--- src/design/ihex_pkg.sv ---
package ihex_pkg;

	// Address width of the target memory
	localparam int unsigned ADDR_BITS = 16;

	typedef logic [ADDR_BITS-1:0] addr_t;
	typedef logic [7:0]           byte_t;

	// Character codes
	localparam byte_t CH_COLON   = 8'h3A;
	localparam byte_t CH_NEWLINE = 8'h0A;
	localparam byte_t CH_ZERO    = 8'h30;
	localparam byte_t CH_NINE    = 8'h39;
	localparam byte_t CH_UP_A    = 8'h41;
	localparam byte_t CH_UP_F    = 8'h46;
	localparam byte_t CH_LO_A    = 8'h61;
	localparam byte_t CH_LO_F    = 8'h66;

	// Input mode codes
	localparam logic MODE_CHAR  = 1'b0;
	localparam logic MODE_START = 1'b1;

	// Number of header nibbles: length, address, record type
	localparam logic [3:0] HDR_NIBBLES = 4'd8;
	localparam logic [3:0] LEN_END     = 4'd2;
	localparam logic [3:0] ADDR_END    = 4'd6;

	// Record type carrying data bytes
	localparam byte_t KIND_DATA = 8'h00;

	// Line phase, one-hot
	typedef enum logic [3:0] {
		PH_START = 4'b0001,
		PH_SKIP  = 4'b0010,
		PH_HEAD  = 4'b0100,
		PH_DATA  = 4'b1000
	} phase_t;

	// Decoded digit: bad flag and value
	typedef struct packed {
		logic       bad;
		logic [3:0] value;
	} digit_t;

	// One decoded data byte from the parser
	typedef struct packed {
		logic  valid;
		addr_t addr;
		byte_t data;
	} wr_beat_t;

	function automatic digit_t hex_digit(input byte_t ch);
		digit_t d;
		byte_t  off;
		d   = '{bad: 1'b0, value: 4'd0};
		off = 8'd0;
		if (ch inside {[CH_ZERO:CH_NINE]}) begin
			off     = ch - CH_ZERO;
			d.value = off[3:0];
		end else if (ch inside {[CH_UP_A:CH_UP_F]}) begin
			off     = ch - CH_UP_A + 8'd10;
			d.value = off[3:0];
		end else if (ch inside {[CH_LO_A:CH_LO_F]}) begin
			off     = ch - CH_LO_A + 8'd10;
			d.value = off[3:0];
		end else begin
			d.bad = 1'b1;
		end
		return d;
	endfunction

endpackage

--- src/design/ihex_text_if.sv ---
interface ihex_text_if;
	logic       valid;
	logic       ready;
	logic       mode;
	logic [7:0] char_code;

	modport source (output valid, output mode, output char_code, input ready);
	modport sink (input valid, input mode, input char_code, output ready);
endinterface

--- src/design/ihex_wr_if.sv ---
interface ihex_wr_if;
	logic        valid;
	logic        ready;
	logic [15:0] write_addr;
	logic [7:0]  write_data;
	logic [15:0] lowest_addr;
	logic [15:0] highest_addr;

	modport source (output valid, output write_addr, output write_data,
		output lowest_addr, output highest_addr, input ready);
	modport sink (input valid, input write_addr, input write_data,
		input lowest_addr, input highest_addr, output ready);
endinterface

--- src/design/ihex_parse.sv ---
// Line state machine: header decode and data byte pairing
module ihex_parse (
	input  logic             clk,
	input  logic             arst_n,
	input  logic             step,
	input  logic             clear,
	input  ihex_pkg::byte_t  char_code,
	output ihex_pkg::wr_beat_t wr
);
	import ihex_pkg::*;

	phase_t     phase_q, phase_d;
	logic [3:0] cnt_q, cnt_d;
	byte_t      len_q, len_d;
	addr_t      raddr_q, raddr_d;
	byte_t      kind_q, kind_d;
	byte_t      idx_q, idx_d;
	logic [3:0] pend_q, pend_d;
	logic       half_q, half_d;
	logic       bad_q, bad_d;

	digit_t     dig;
	byte_t      kind_new;
	byte_t      idx_inc;
	logic       bad_pair;

	assign dig      = hex_digit(char_code);
	assign kind_new = {kind_q[3:0], dig.value};
	assign idx_inc  = idx_q + 8'd1;
	assign bad_pair = bad_q | dig.bad;

	// Next state for one character beat
	always_comb begin
		phase_d = phase_q;
		cnt_d   = cnt_q;
		len_d   = len_q;
		raddr_d = raddr_q;
		kind_d  = kind_q;
		idx_d   = idx_q;
		pend_d  = pend_q;
		half_d  = half_q;
		bad_d   = bad_q;
		wr      = '{valid: 1'b0, addr: raddr_q + addr_t'(idx_q),
			data: bad_pair ? 8'hFF : {pend_q, dig.value}};

		if (clear || char_code == CH_NEWLINE || phase_q == PH_START) begin
			// fresh line
			phase_d = PH_START;
			cnt_d   = 4'd0;
			len_d   = 8'd0;
			raddr_d = '0;
			kind_d  = 8'd0;
			idx_d   = 8'd0;
			pend_d  = 4'd0;
			half_d  = 1'b0;
			bad_d   = 1'b0;
			if (!clear && char_code != CH_NEWLINE)
				phase_d = (char_code == CH_COLON) ? PH_HEAD : PH_SKIP;
		end else begin
			case (phase_q)
				PH_SKIP: begin
				end
				PH_HEAD: begin
					if (dig.bad) begin
						phase_d = PH_SKIP;
					end else begin
						if (cnt_q < LEN_END)
							len_d = {len_q[3:0], dig.value};
						else if (cnt_q < ADDR_END)
							raddr_d = {raddr_q[ADDR_BITS-5:0], dig.value};
						else
							kind_d = kind_new;
						cnt_d = cnt_q + 4'd1;
						if (cnt_q == HDR_NIBBLES - 4'd1) begin
							idx_d   = 8'd0;
							half_d  = 1'b0;
							bad_d   = 1'b0;
							phase_d = (kind_new == KIND_DATA && len_q != 8'd0)
								? PH_DATA : PH_SKIP;
						end
					end
				end
				PH_DATA: begin
					if (!half_q) begin
						bad_d  = dig.bad;
						pend_d = dig.value;
						half_d = 1'b1;
					end else begin
						// second digit completes a byte
						half_d   = 1'b0;
						bad_d    = 1'b0;
						wr.valid = 1'b1;
						idx_d    = idx_inc;
						if (idx_inc >= len_q)
							phase_d = PH_SKIP;
					end
				end
				default: begin
					phase_d = PH_START;
				end
			endcase
		end
		if (!step && !clear) begin
			wr.valid = 1'b0;
		end
	end

	always_ff @(posedge clk or negedge arst_n) begin
		if (!arst_n) begin
			phase_q <= PH_START;
			cnt_q   <= 4'd0;
			len_q   <= 8'd0;
			raddr_q <= '0;
			kind_q  <= 8'd0;
			idx_q   <= 8'd0;
			pend_q  <= 4'd0;
			half_q  <= 1'b0;
			bad_q   <= 1'b0;
		end else if (step || clear) begin
			phase_q <= phase_d;
			cnt_q   <= cnt_d;
			len_q   <= len_d;
			raddr_q <= raddr_d;
			kind_q  <= kind_d;
			idx_q   <= idx_d;
			pend_q  <= pend_d;
			half_q  <= half_d;
			bad_q   <= bad_d;
		end
	end

endmodule

--- src/design/ihex_extent.sv ---
// Running lowest and highest written address
module ihex_extent (
	input  logic               clk,
	input  logic               arst_n,
	input  logic               clear,
	input  ihex_pkg::wr_beat_t wr,
	output ihex_pkg::addr_t    low_next,
	output ihex_pkg::addr_t    high_next
);
	import ihex_pkg::*;

	addr_t low_q;
	addr_t high_q;
	logic  valid_q;

	// New extents including the current write
	always_comb begin
		low_next  = low_q;
		high_next = high_q;
		if (wr.valid) begin
			if (!valid_q || wr.addr < low_q)
				low_next = wr.addr;
			if (!valid_q || wr.addr > high_q)
				high_next = wr.addr;
		end
	end

	always_ff @(posedge clk or negedge arst_n) begin
		if (!arst_n) begin
			low_q   <= '0;
			high_q  <= '0;
			valid_q <= 1'b0;
		end else if (clear) begin
			low_q   <= '0;
			high_q  <= '0;
			valid_q <= 1'b0;
		end else if (wr.valid) begin
			low_q   <= low_next;
			high_q  <= high_next;
			valid_q <= 1'b1;
		end
	end

endmodule

--- src/design/intel_hex_record_parser_core.sv ---
// Channel | Dir | Beat payload
// text    | in  | mode, char_code
// wr      | out | write_addr, write_data, lowest_addr, highest_addr
//
// One character beat per cycle unless the output stalls: an input register feeds the line
// state machine and extent compare, whose write beat lands in the output register.
// Reset returns the parser to line start and clears the extents.
// A stalled output register holds the input register; text.ready drops
// only while both are full and wr.ready is low.
module intel_hex_record_parser_core (
	input  logic      clk,
	input  logic      arst_n,
	ihex_text_if.sink text,
	ihex_wr_if.source wr
);
	import ihex_pkg::*;

	logic     valid_s1;
	logic     mode_s1;
	byte_t    char_s1;
	logic     advance;
	logic     out_valid_q;
	addr_t    addr_q;
	byte_t    data_q;
	addr_t    low_q;
	addr_t    high_q;
	wr_beat_t beat;
	addr_t    low_next;
	addr_t    high_next;

	assign advance    = valid_s1 && (!out_valid_q || wr.ready);
	assign text.ready = !valid_s1 || advance;

	// Input register
	always_ff @(posedge clk or negedge arst_n) begin
		if (!arst_n) begin
			valid_s1 <= 1'b0;
		end else if (text.ready) begin
			valid_s1 <= text.valid;
		end
	end

	always_ff @(posedge clk) begin
		if (text.ready && text.valid) begin
			mode_s1 <= text.mode;
			char_s1 <= text.char_code;
		end
	end

	ihex_parse u_parse (
		.clk       (clk),
		.arst_n    (arst_n),
		.step      (advance && mode_s1 == MODE_CHAR),
		.clear     (advance && mode_s1 == MODE_START),
		.char_code (char_s1),
		.wr        (beat)
	);

	ihex_extent u_extent (
		.clk       (clk),
		.arst_n    (arst_n),
		.clear     (advance && mode_s1 == MODE_START),
		.wr        (beat),
		.low_next  (low_next),
		.high_next (high_next)
	);

	// Output register
	always_ff @(posedge clk or negedge arst_n) begin
		if (!arst_n) begin
			out_valid_q <= 1'b0;
		end else if (advance) begin
			out_valid_q <= beat.valid;
		end else if (wr.ready) begin
			out_valid_q <= 1'b0;
		end
	end

	always_ff @(posedge clk) begin
		if (advance && beat.valid) begin
			addr_q <= beat.addr;
			data_q <= beat.data;
			low_q  <= low_next;
			high_q <= high_next;
		end
	end

	assign wr.valid        = out_valid_q;
	assign wr.write_addr   = addr_q;
	assign wr.write_data   = data_q;
	assign wr.lowest_addr  = low_q;
	assign wr.highest_addr = high_q;

endmodule
--- src/flat_wrapper.sv ---
// flat-port wrapper written by rule: the top's interface ports become plain ports
module intel_hex_record_parser_core_flat import ihex_pkg::*;
  (clk, arst_n, text_valid, text_mode, text_char_code, text_ready, wr_valid, wr_write_addr, wr_write_data, wr_lowest_addr, wr_highest_addr, wr_ready);
  ihex_text_if text_i ();
  ihex_wr_if wr_i ();
  input  logic clk;
  input  logic arst_n;
  input wire logic [$bits(text_i.valid)-1:0] text_valid;
  input wire logic [$bits(text_i.mode)-1:0] text_mode;
  input wire logic [$bits(text_i.char_code)-1:0] text_char_code;
  output wire logic [$bits(text_i.ready)-1:0] text_ready;
  output wire logic [$bits(wr_i.valid)-1:0] wr_valid;
  output wire logic [$bits(wr_i.write_addr)-1:0] wr_write_addr;
  output wire logic [$bits(wr_i.write_data)-1:0] wr_write_data;
  output wire logic [$bits(wr_i.lowest_addr)-1:0] wr_lowest_addr;
  output wire logic [$bits(wr_i.highest_addr)-1:0] wr_highest_addr;
  input wire logic [$bits(wr_i.ready)-1:0] wr_ready;
  assign text_i.valid = text_valid;
  assign text_i.mode = text_mode;
  assign text_i.char_code = text_char_code;
  assign text_ready = text_i.ready;
  assign wr_valid = wr_i.valid;
  assign wr_write_addr = wr_i.write_addr;
  assign wr_write_data = wr_i.write_data;
  assign wr_lowest_addr = wr_i.lowest_addr;
  assign wr_highest_addr = wr_i.highest_addr;
  assign wr_i.ready = wr_ready;
  intel_hex_record_parser_core u_core (.clk(clk), .arst_n(arst_n), .text(text_i), .wr(wr_i));
endmodule
--- config.mk ---
export PLATFORM = sky130hd
export DESIGN_NAME = intel_hex_record_parser_core_flat
export DESIGN_NICKNAME = d
export VERILOG_FILES = /design/src/design/ihex_pkg.sv /design/src/design/ihex_text_if.sv /design/src/design/ihex_wr_if.sv /design/src/design/ihex_parse.sv /design/src/design/ihex_extent.sv /design/src/design/intel_hex_record_parser_core.sv /design/src/flat_wrapper.sv
export SDC_FILE = /design/constraint.sdc
export NUM_CORES = 1
export LEC_CHECK = 0
export BUFFER_PORTS_ARGS = -buffer_cell sky130_fd_sc_hd__buf_4
export CORE_MARGIN = 2
export CORE_UTILIZATION = 34
export DETAILED_ROUTE_END_ITERATION = 8
export HOLD_SLACK_MARGIN = 0.06
export PLACE_DENSITY = 0.48
export SLEW_MARGIN = 15
export SYNTH_ARGS = -nofsm -noshare
export SYNTH_HDL_FRONTEND = slang
export SYNTH_SLANG_ARGS = --single-unit
--- constraint.sdc ---
create_clock -name clk -period 4.4 [get_ports clk]
set_input_delay 0.22 -clock clk [delete_from_list [all_inputs] [get_ports clk]]
set_output_delay 0.22 -clock clk [all_outputs]
set_load 0.05 [all_outputs]
; Word-level counts from Yosys, hierarchy flattened
; Index checks and enable logic that the tools add are counted.
[word_totals]
ff_bits = 150
in_bits = 13
out_inout_bits = 58
word_cells = 163
[op_classes]
addsub = 8
n_lt_le_gt_ge = 11
eq_ne = 18
n_mux = 64
bitwise = 2
reduce_logical = 40
[op_table]
columns = op, count
row1 = 16-bit 2-to-1 mux, 13
row2 = 4-bit 2-to-1 mux, 20
row3 = 8-bit 2-to-1 mux, 8
row4 = 5-bit AND reduction, 4
row5 = 1-bit 2-to-1 mux, 17
row6 = 16-bit by 8-bit adder with 16-bit output, 1
row7 = 8-bit by 7-bit >= comparator with 1-bit output (second input constant), 2
row8 = 16-bit > comparator, 1
row9 = 8-bit by 7-bit less-or-equal comparator with 1-bit output (second input constant), 2
row10 = 16-bit less-than comparator, 1
row11 = 8-bit case mux with 2 select lines, 1
row12 = 3-bit inequality test (second input constant), 4
row13 = 4-bit case mux with 3 select lines, 1
row14 = 2-bit nonzero test, 6
row15 = 4-bit by 1-bit subtractor with 4-bit output (second input constant), 3
row16 = 1-bit logical AND, 11
row17 = 4-bit adder (second input constant), 2
row18 = 8-bit by 1-bit adder with 8-bit output (second input constant), 1
row19 = 4-bit by 3-bit == test with 1-bit output (second input constant), 2
row20 = 8-bit by 4-bit == test with 1-bit output (second input constant), 1
row21 = 8-bit by 6-bit == test with 1-bit output (second input constant), 1
row22 = 8-bit by 6-bit >= comparator with 1-bit output (second input constant), 1
row23 = 8-bit >= comparator, 1
row24 = 8-bit by 6-bit less-or-equal comparator with 1-bit output (second input constant), 1
row25 = 21 further kinds, 38

; Longest topological paths before layout
; Gate-level depths: netlist (run 1).
[logic_depth]
word_depth = 12
depth_mapped = 18
ltp_nobuf = 16

; Hierarchy
; Synthesis (run 1) repeated with hierarchy kept, for this count alone.
[unflattened]
cells_unflattened = 690
area_unflattened_um2 = 7942.6
[by_module_without_submodules]
columns = module, instances, cells_per_inst, area_each_um2, seq_area_each_um2
row1 = ihex_parse, 1, 355, 3280.6, 1252.5
row2 = ihex_extent, 1, 258, 2581.2, 825.8
row3 = intel_hex_record_parser_core, 1, 77, 2080.7, 2001.9

; Worst setup path before layout (run 1)
; No wires, ideal clock.
[synth_timing]
path_kind = register to register
from = reg u_core.u_parse.idx_q[0]
to = reg u_core.high_q[10], in the netlist u_core.wr.highest_addr[10], data pin
setup_ps = 270
arrival_ps = 3791
required_time_ps = 4130
setup_slack_ps = 338
path_stages_with_launch = 18
path_buffers = 2
synth_period_minus_slack_ps = 4062
path_cell_list = dfrtp_1 -> ha_1 -> inv_1 -> fa_1 -> nor2b_1 -> o31a_1 -> o32ai_1 -> nor2_1 -> xnor2_1 -> inv_1 -> ha_1 -> nand4_1 -> nor3_1 -> o311ai_0 -> a311oi_1 -> buf_2 -> clkbuf_1 -> a21oi_1
[synth_lines]
columns = item, line
row1 = "start, declared", ihex_parse.sv:17  ; byte_t idx_q, idx_d;
row2 = "start signal, assigned", ihex_parse.sv:125  ; idx_q <= idx_d;
row3 = "end signal, assigned", intel_hex_record_parser_core.sv:84  ; high_q <= high_next;
row4 = "end, declared", intel_hex_record_parser_core.sv:26  ; addr_t high_q;

==> results of run 1 <==
-- cell families (layout without fill, tap and decap cells) --
family | Yosys count | after routing | synth area share [%]
compound gates | 164 | 164 | 14.2
xor+xnor | 19 | 19 | 2.11
fa+ha+maj | 54 | 54 | 8.66
buf+inv | 85 | 210 | 4.30
flops | 150 | 150 | 51.7
mux | 44 | 44 | 5.83
simple gates | 196 | 196 | 13.3
-- sequential cells by signal, summed over array words and instances (netlist names), 4 cells and up --
name,count
u_core.char_s1,8
u_core.u_parse.raddr_q,16
u_core.u_parse.idx_q,8
u_core.u_extent.low_q,16
u_core.u_parse.kind_q,4
u_core.u_extent.high_q,16
u_core.wr.highest_addr,16
u_core.u_parse.pend_q,4
u_core.wr.write_data,8
u_core.u_parse.len_q,8
u_core.u_parse.cnt_q,4
u_core.u_parse.phase_q,4
u_core.wr.write_addr,16
u_core.wr.lowest_addr,16
-- per-layer routing --
| metal | up-vias | track usage, % | part of all wire [%] |
|---|---|---|---|
| met5 | - | 0 | 0 |
| met4 | 0 | 6.55 | 2.3 |
| met3 | 38 | 3.27 | 3.4 |
| met2 | 116 | 27.0 | 48 |
| met1 | 2800 | 21.0 | 47 |
| li1 | 2827 | - | - |
-- through the flow --
step	std cells	power [uW]	instance area, um2	utilization (%)	hold slack [ns]
final	1122	3130	9620	42.4	0.116
after detailed placement	1079	1770	8940	39.4	0.318
after global placement	1079	1760	8940	39.4	0.311
after CTS	1122	3160	9610	42.3	0.108
after floorplan	712	1690	7890	-	-0.0756
after global routing	1122	3260	9620	42.4	0.148
-- power by group through the flow --
stage	combinational, uW	clock (uW)	sequential, uW
6_report	247	1380	1500
2_1_floorplan	165	0	1520
3_3_place_gp	235	0	1530
5_1_grt	274	1480	1510
3_5_place_dp	238	0	1530
4_1_cts	248	1410	1500
-- area by class of cell --
type	instances	share of cell area [%]
inverter	67	2.61
multi-input combinational	477	36.4
clock buffer	17	4.42
clock inverter	15	1.34
sequential	150	42.4
tap	285	3.71
timing repair buffer	111	9.11
-- path summary, 6_finish.rpt --
check / start / to / slack, ns / cells past startpoint
max in group asynchronous: arst_n / u_core.u_parse.raddr_q[2]$_DFFE_PN0P_ / 3.07 / 3
max reg2reg: u_core.u_parse.idx_q[3]$_DFFE_PN0P_ / u_core.wr.highest_addr[3]$_DFFE_PP_ / 0.35 / 14
min reg2reg: u_core.u_parse.pend_q[2]$_DFFE_PN0P_ / u_core.u_parse.pend_q[2]$_DFFE_PN0P_ / 0.51 / 1
min in group asynchronous: arst_n / u_core.u_parse.len_q[6]$_DFFE_PN0P_ / 0.37 / 2
min: wr_ready / u_core.valid_s1$_DFFE_PN0N_ / 0.12 / 3
max: u_core.u_parse.idx_q[3]$_DFFE_PN0P_ / u_core.wr.highest_addr[3]$_DFFE_PP_ / 0.35 / 14
-- synth_stat cells, types with 3 or more instances --
cell type  instances
nor4_1             3
and2_1             4
dfrtp_1           84
or3_1              7
and3_1             8
nor3_1             9
edfxtp_1          65
a21o_1            10
nor2_1            33
nor4b_1            3
mux2i_1           28
a21oi_1           32
mux2_2            16
nand3_1           26
nand2_1           55
nand2b_1          16
clkbuf_1           8
inv_1             67
xor2_1             9
o21a_1             4
nor3b_1            3
o211ai_1           8
a22o_1            27
nand4_1           10
o21ai_0           50
nand3b_1           3
buf_2              7
xnor2_1           10
ha_1              53
nor2b_1            4
-- worst max-delay path, cell delays in order, from the launching register on --
cell      delay (ns)
dfrtp_1         0.44
ha_1            0.36
and2_1          0.20
a221oi_2        0.31
a21oi_1         0.20
o211ai_1        0.25
xor2_1          0.25
inv_1           0.11
ha_1            0.31
nand4_1         0.16
nor3_1          0.21
o311ai_1        0.18
a311oi_4        0.41
buf_4           0.26
o21ai_0         0.12
-- timing repair --
| action | CTS | global route |
|---|---|---|
| setup buffers | 0 | 0 |
| hold endpoints to repair | 57 | 0 |
| hold buffers | 11 | 0 |
| gates cloned | 0 | 0 |
| resized for setup | 2 | 4 |
| setup endpoints to repair | 14 | 60 |
==> results.md, run 1 <==
* Status: completed
* Routability cong. at 0.857
* Pin count of the biggest net entering global routing at 58
* HPWL Detailed at between 10 and 15 mm
* H-tree depth at 4
* Gr usage total at about 16%
* Post-Syn Nets at 779
* Net Switching at 786 uW
* DIE AREA at around 0.024 mm2
* RSZ-0062 raised after global routing: no
* Sequential Area at 0.00408 mm2
* DRC Markers at 0
* Root buf cell: clkbuf_16
* Critical path arrival at roughly 4.2 ns
* Setup TNS at 0 ns
* CTS tree: done
* CTS buffer count at 17
* Post-route setup slack at 0.351 ns
* Crit Path Class: reg -> reg
* Remaining Overflow, GRT at 0
* # setup viols final at 0
* Final period utilization at 92.0%
* Max-cap violations at 0
* Post-synth EDFFs at 65
* Crit-path max FO at 14
* Distinct cells, synth at 70
* Final Skew at 0.0103 ns
* Part of the power in the clock network at 44.1%
* Row count at 55
* Min-Delay Path Class: in -> reg
* Cell Area, Synth at 0.00789 mm2
* Initial cell density of the core at 34.8%
* Top cell type by total area after synthesis: dfrtp_1
* Number of diodes at 0
* Pwr/cell area at 325 mW/mm2
* Post-Syn Area per Cell at 11.1 um2
* Top post-synthesis cells by area: dfrtp_1, edfxtp_1, ha_1
* CP Capture Type: flop
* Critical path data required time at 4.56 ns
* Die Width at 156 um
* Vias per cell at roughly 5
* Logic pwr share at 7.9%
* Pre-CTS setup slack at -0.0950 ns
* Reg clk slew, reported paths at 0.07 ns
* Commonest non-fill, non-tap cell in the layout: buf_4
* Via count at 5781
* Pins Over Slew Limit at 0
* Die H at 156 um
* Leading register cell type out of synthesis: dfrtp_1
* Clk buf depth at 2
* Hold Vio Cnt, Final at 0
* Initial antenna violation count at 0
* Initial DRC Count at 334
* Cell Int Power at 2350 uW
* Leakage at about 0.0043 uW
* Antenna-violating nets left at 0
* Most frequent cells in the layout: buf_4, dfrtp_1, inv_1
* Fmax at 247 MHz
* FFs w/ async S/R, synth at between 50% and 60%
* Yosys top cell area share at roughly a quarter
* Clk_lat worst skew at 0.42 ns
* Crit path launch type: flop
* CORE AREA at approximately 0.023 mm2
* Router iterations before antenna repair at 5
* Nets at between 800 and 900
* Slew headroom at 28.3%
* Yosys Warn Count at 0
* Post-synthesis register bit count at 150
* Max VDD drop at 208 uV
* Port bufs at 70
* Avg WL per Cell at approximately 17 um
* Final Critical Period at about 4.0 ns
* Fillcell total at 2167
* Sw Share at about a quarter
* Total wire length at about 19 mm
* First-pass GRT wire length at approximately 31 mm
* Clock sink count at 150
* Sequential Power Share at 48.0%
* Area occupied by multi-input gates at 0.00350 mm2
* Number of global-route vias before repair at 6001
* Layout area overhead at 21.9%
* Register area share after synthesis at 51.7%
* Synth Instances at 712
* Share of post-route cells with drive strength above 1 at between 10% and 20%
* Worst-Margin Slew at about 1.1 ns
* Ports at between 70 and 80
Power figures use the tool's default switching activity.
==> run 2: changes to the inputs <==
- CORE_ASPECT_RATIO: unset -> 1.25
==> results.md, run 2 (synthesized netlist as in run 1, its figures left out) <==
* Status: completed
* Final period utilization at 93.0%
* CP peak stage delay at 0.41 ns
* Layout area overhead at 22.6%
* Reg clk slew, reported paths at 0.07 ns
* Port bufs at 70
* Row count at 62
* Gr usage total at roughly 16%
* Final Critical Period at 4.09 ns
* Clock sink count at 150
* Met1 usage at 19.0%
* Hold Vio Cnt, Final at 0
* Met2 Use GR at 28.5%
* CTS buffer count at 17
* Pins Over Slew Limit at 0
* Vias per cell at about 5.2
* RSZ-0062 raised after global routing: no
* Slew headroom at 23.8%
* Critical path arrival at 4.26 ns
* DRC Markers at 0
* Avg WL per Cell at 16.8 um
* Global route hottest layer: met2
* Routability cong. at 0.809
* Max-cap violations at 0
* First-pass GRT wire length at roughly 31 mm
* Finished Core Util at 42.3%
* Crit-path slowest cell: dfrtp_1
* Via count at 5862
* Ports at 71
* CP Capture Type: flop
* HPWL Detailed at 13.9 mm
* H-tree depth at 4
* Initial DRC Count at 335
* Crit path launch type: flop
* Post-route setup slack at slightly above 0.3 ns
* CTS tree: done
* Post-CTS setup buffer count at 0
* Router iterations before antenna repair at 6
* Root buf cell: clkbuf_16
* Initial antenna violation count at 0
* Most frequent cells in the layout: buf_4, dfrtp_1, inv_1
* Pre-CTS setup slack at -0.247 ns
* Critical path data required time at 4.57 ns
* Number of global-route vias before repair at 6087
* Crit Path Class: reg -> reg
* Min-Delay Path Class: in -> reg
* Worst-Margin Slew at 1.13 ns
* Overall Power at 3180 uW
* Grt met3 use at 2.81%
* Initial cell density of the core at 34.5%
* # setup viols final at 0
* Pwr/cell area at 329 mW/mm2
* Fillcell total at approximately 2200
* Total wire length at 18.9 mm
* Share of post-route cells with drive strength above 1 at about a fifth
* Leakage at 0.00432 uW
* Fmax at 244 MHz
* WHS at about 0.11 ns
* Clk_lat worst skew at around 0.42 ns
* Remaining Overflow, GRT at 0
* Max VDD drop at 252 uV
* Crit-path max FO at 15
* CORE AREA at 0.0229 mm2
* Die H at 174 um
* Commonest non-fill, non-tap cell in the layout: buf_4
* Die Width at about 140 um
* Clk buf depth at 2
* Antenna-violating nets left at 0
* Final Skew at 0.0116 ns
* Number of diodes at 0
* Nets at 893
* DIE AREA at about 0.024 mm2
* Cells along the critical path: ha_1, nor2b_1, o31a_1, o32ai_1, buf_4, nor2_1, xnor2_1, inv_1, ha_1, nand4_1, nor2_1, a2111oi_4, buf_4, o211ai_1, buf_6, mux2_2
* Pin count of the biggest net entering global routing at 58
[run 2: cell types whose count changed in the layout (fill, tap and decap cells not counted)]
cell and delta:
clkinv_4 +2, buf_4 +2, a2111oi_2 -1, a21oi_1 -1, inv_6 +1, clkinvlp_4 -3
a2111oi_4 +1, a21oi_2 +1, inv_8 +2, clkinv_2 -2
[run 2: timing repair]
action / in CTS / in global routing
gates resized for setup: 2 / 6
hold endpoints to repair: 44 / 0
hold buffers: 11 / 0
endpoints found under the setup margin: 31 / 64
cloned: 0 / 0
pin swaps: 0 / 1
[run 2: area by class of cell]
cell class	instances	area [um2]	area share, %
flip-flops and latches	150	4080	42.2
repair buffers	113	892	9.22
well taps	288	360	3.72
clock inverters	15	145	1.50
multi-input cells	477	3520	36.4
clock buffers	17	425	4.40
inverters	67	251	2.60
[run 2: stage by stage]
| stage | TNS [ns] | cells | cell area, um2 |
|---|---|---|---|
| 3_3_place_gp | -4.56 | 1084 | 8960 |
| 3_5_place_dp | -4.83 | 1084 | 8960 |
| 2_1_floorplan | 0 | 712 | 7890 |
| 4_1_cts | 0 | 1127 | 9650 |
| 5_1_grt | 0 | 1127 | 9680 |
| 6_report | 0 | 1127 | 9680 |
[run 2: power breakdown]
part	switching [uW]	internal (uW)	total (uW)
Clock	631	792	1420
Sequential	27.3	1480	1500
Combinational	159	93.2	253
[run 2: critical path: cells and delay by family (launching register included)]
family | cells | cell delay, ns
flops | 1 | 0.41
xor+xnor | 1 | 0.21
simple gates | 4 | 0.57
mux | 1 | 0.36
compound gates | 4 | 0.89
fa+ha+maj | 2 | 0.68
buf+inv | 4 | 0.69
[run 2: final timing paths]
check                           slack (ns)                                endpoint                                  start  depth (start not counted)
worst max-delay path                  0.31      u_core.wr.lowest_addr[0]$_DFFE_PP_  u_core.u_parse.raddr_q[2]$_DFFE_PN0P_                         16
worst min-delay path                  0.11             u_core.valid_s1$_DFFE_PN0N_                               wr_ready                          3
worst max register to register        0.31      u_core.wr.lowest_addr[0]$_DFFE_PP_  u_core.u_parse.raddr_q[2]$_DFFE_PN0P_                         16
worst min register to register        0.51     u_core.u_parse.len_q[4]$_DFFE_PN0P_    u_core.u_parse.len_q[4]$_DFFE_PN0P_                          1
max in group asynchronous             3.02  u_core.u_extent.high_q[10]$_DFFE_PN0P_                                 arst_n                          3
min in group asynchronous             0.31     u_core.u_parse.idx_q[1]$_DFFE_PN0P_                                 arst_n                          2
[run 2: layer usage]
layer | wire [um] | part of all wire, % | vias up
li1 | - | - | 2830
met1 | 8150 | 43 | 2884
met2 | 9700 | 51 | 120
met3 | 574 | 3.0 | 28
met4 | 498 | 2.6 | 0
met5 | 0 | 0 | -
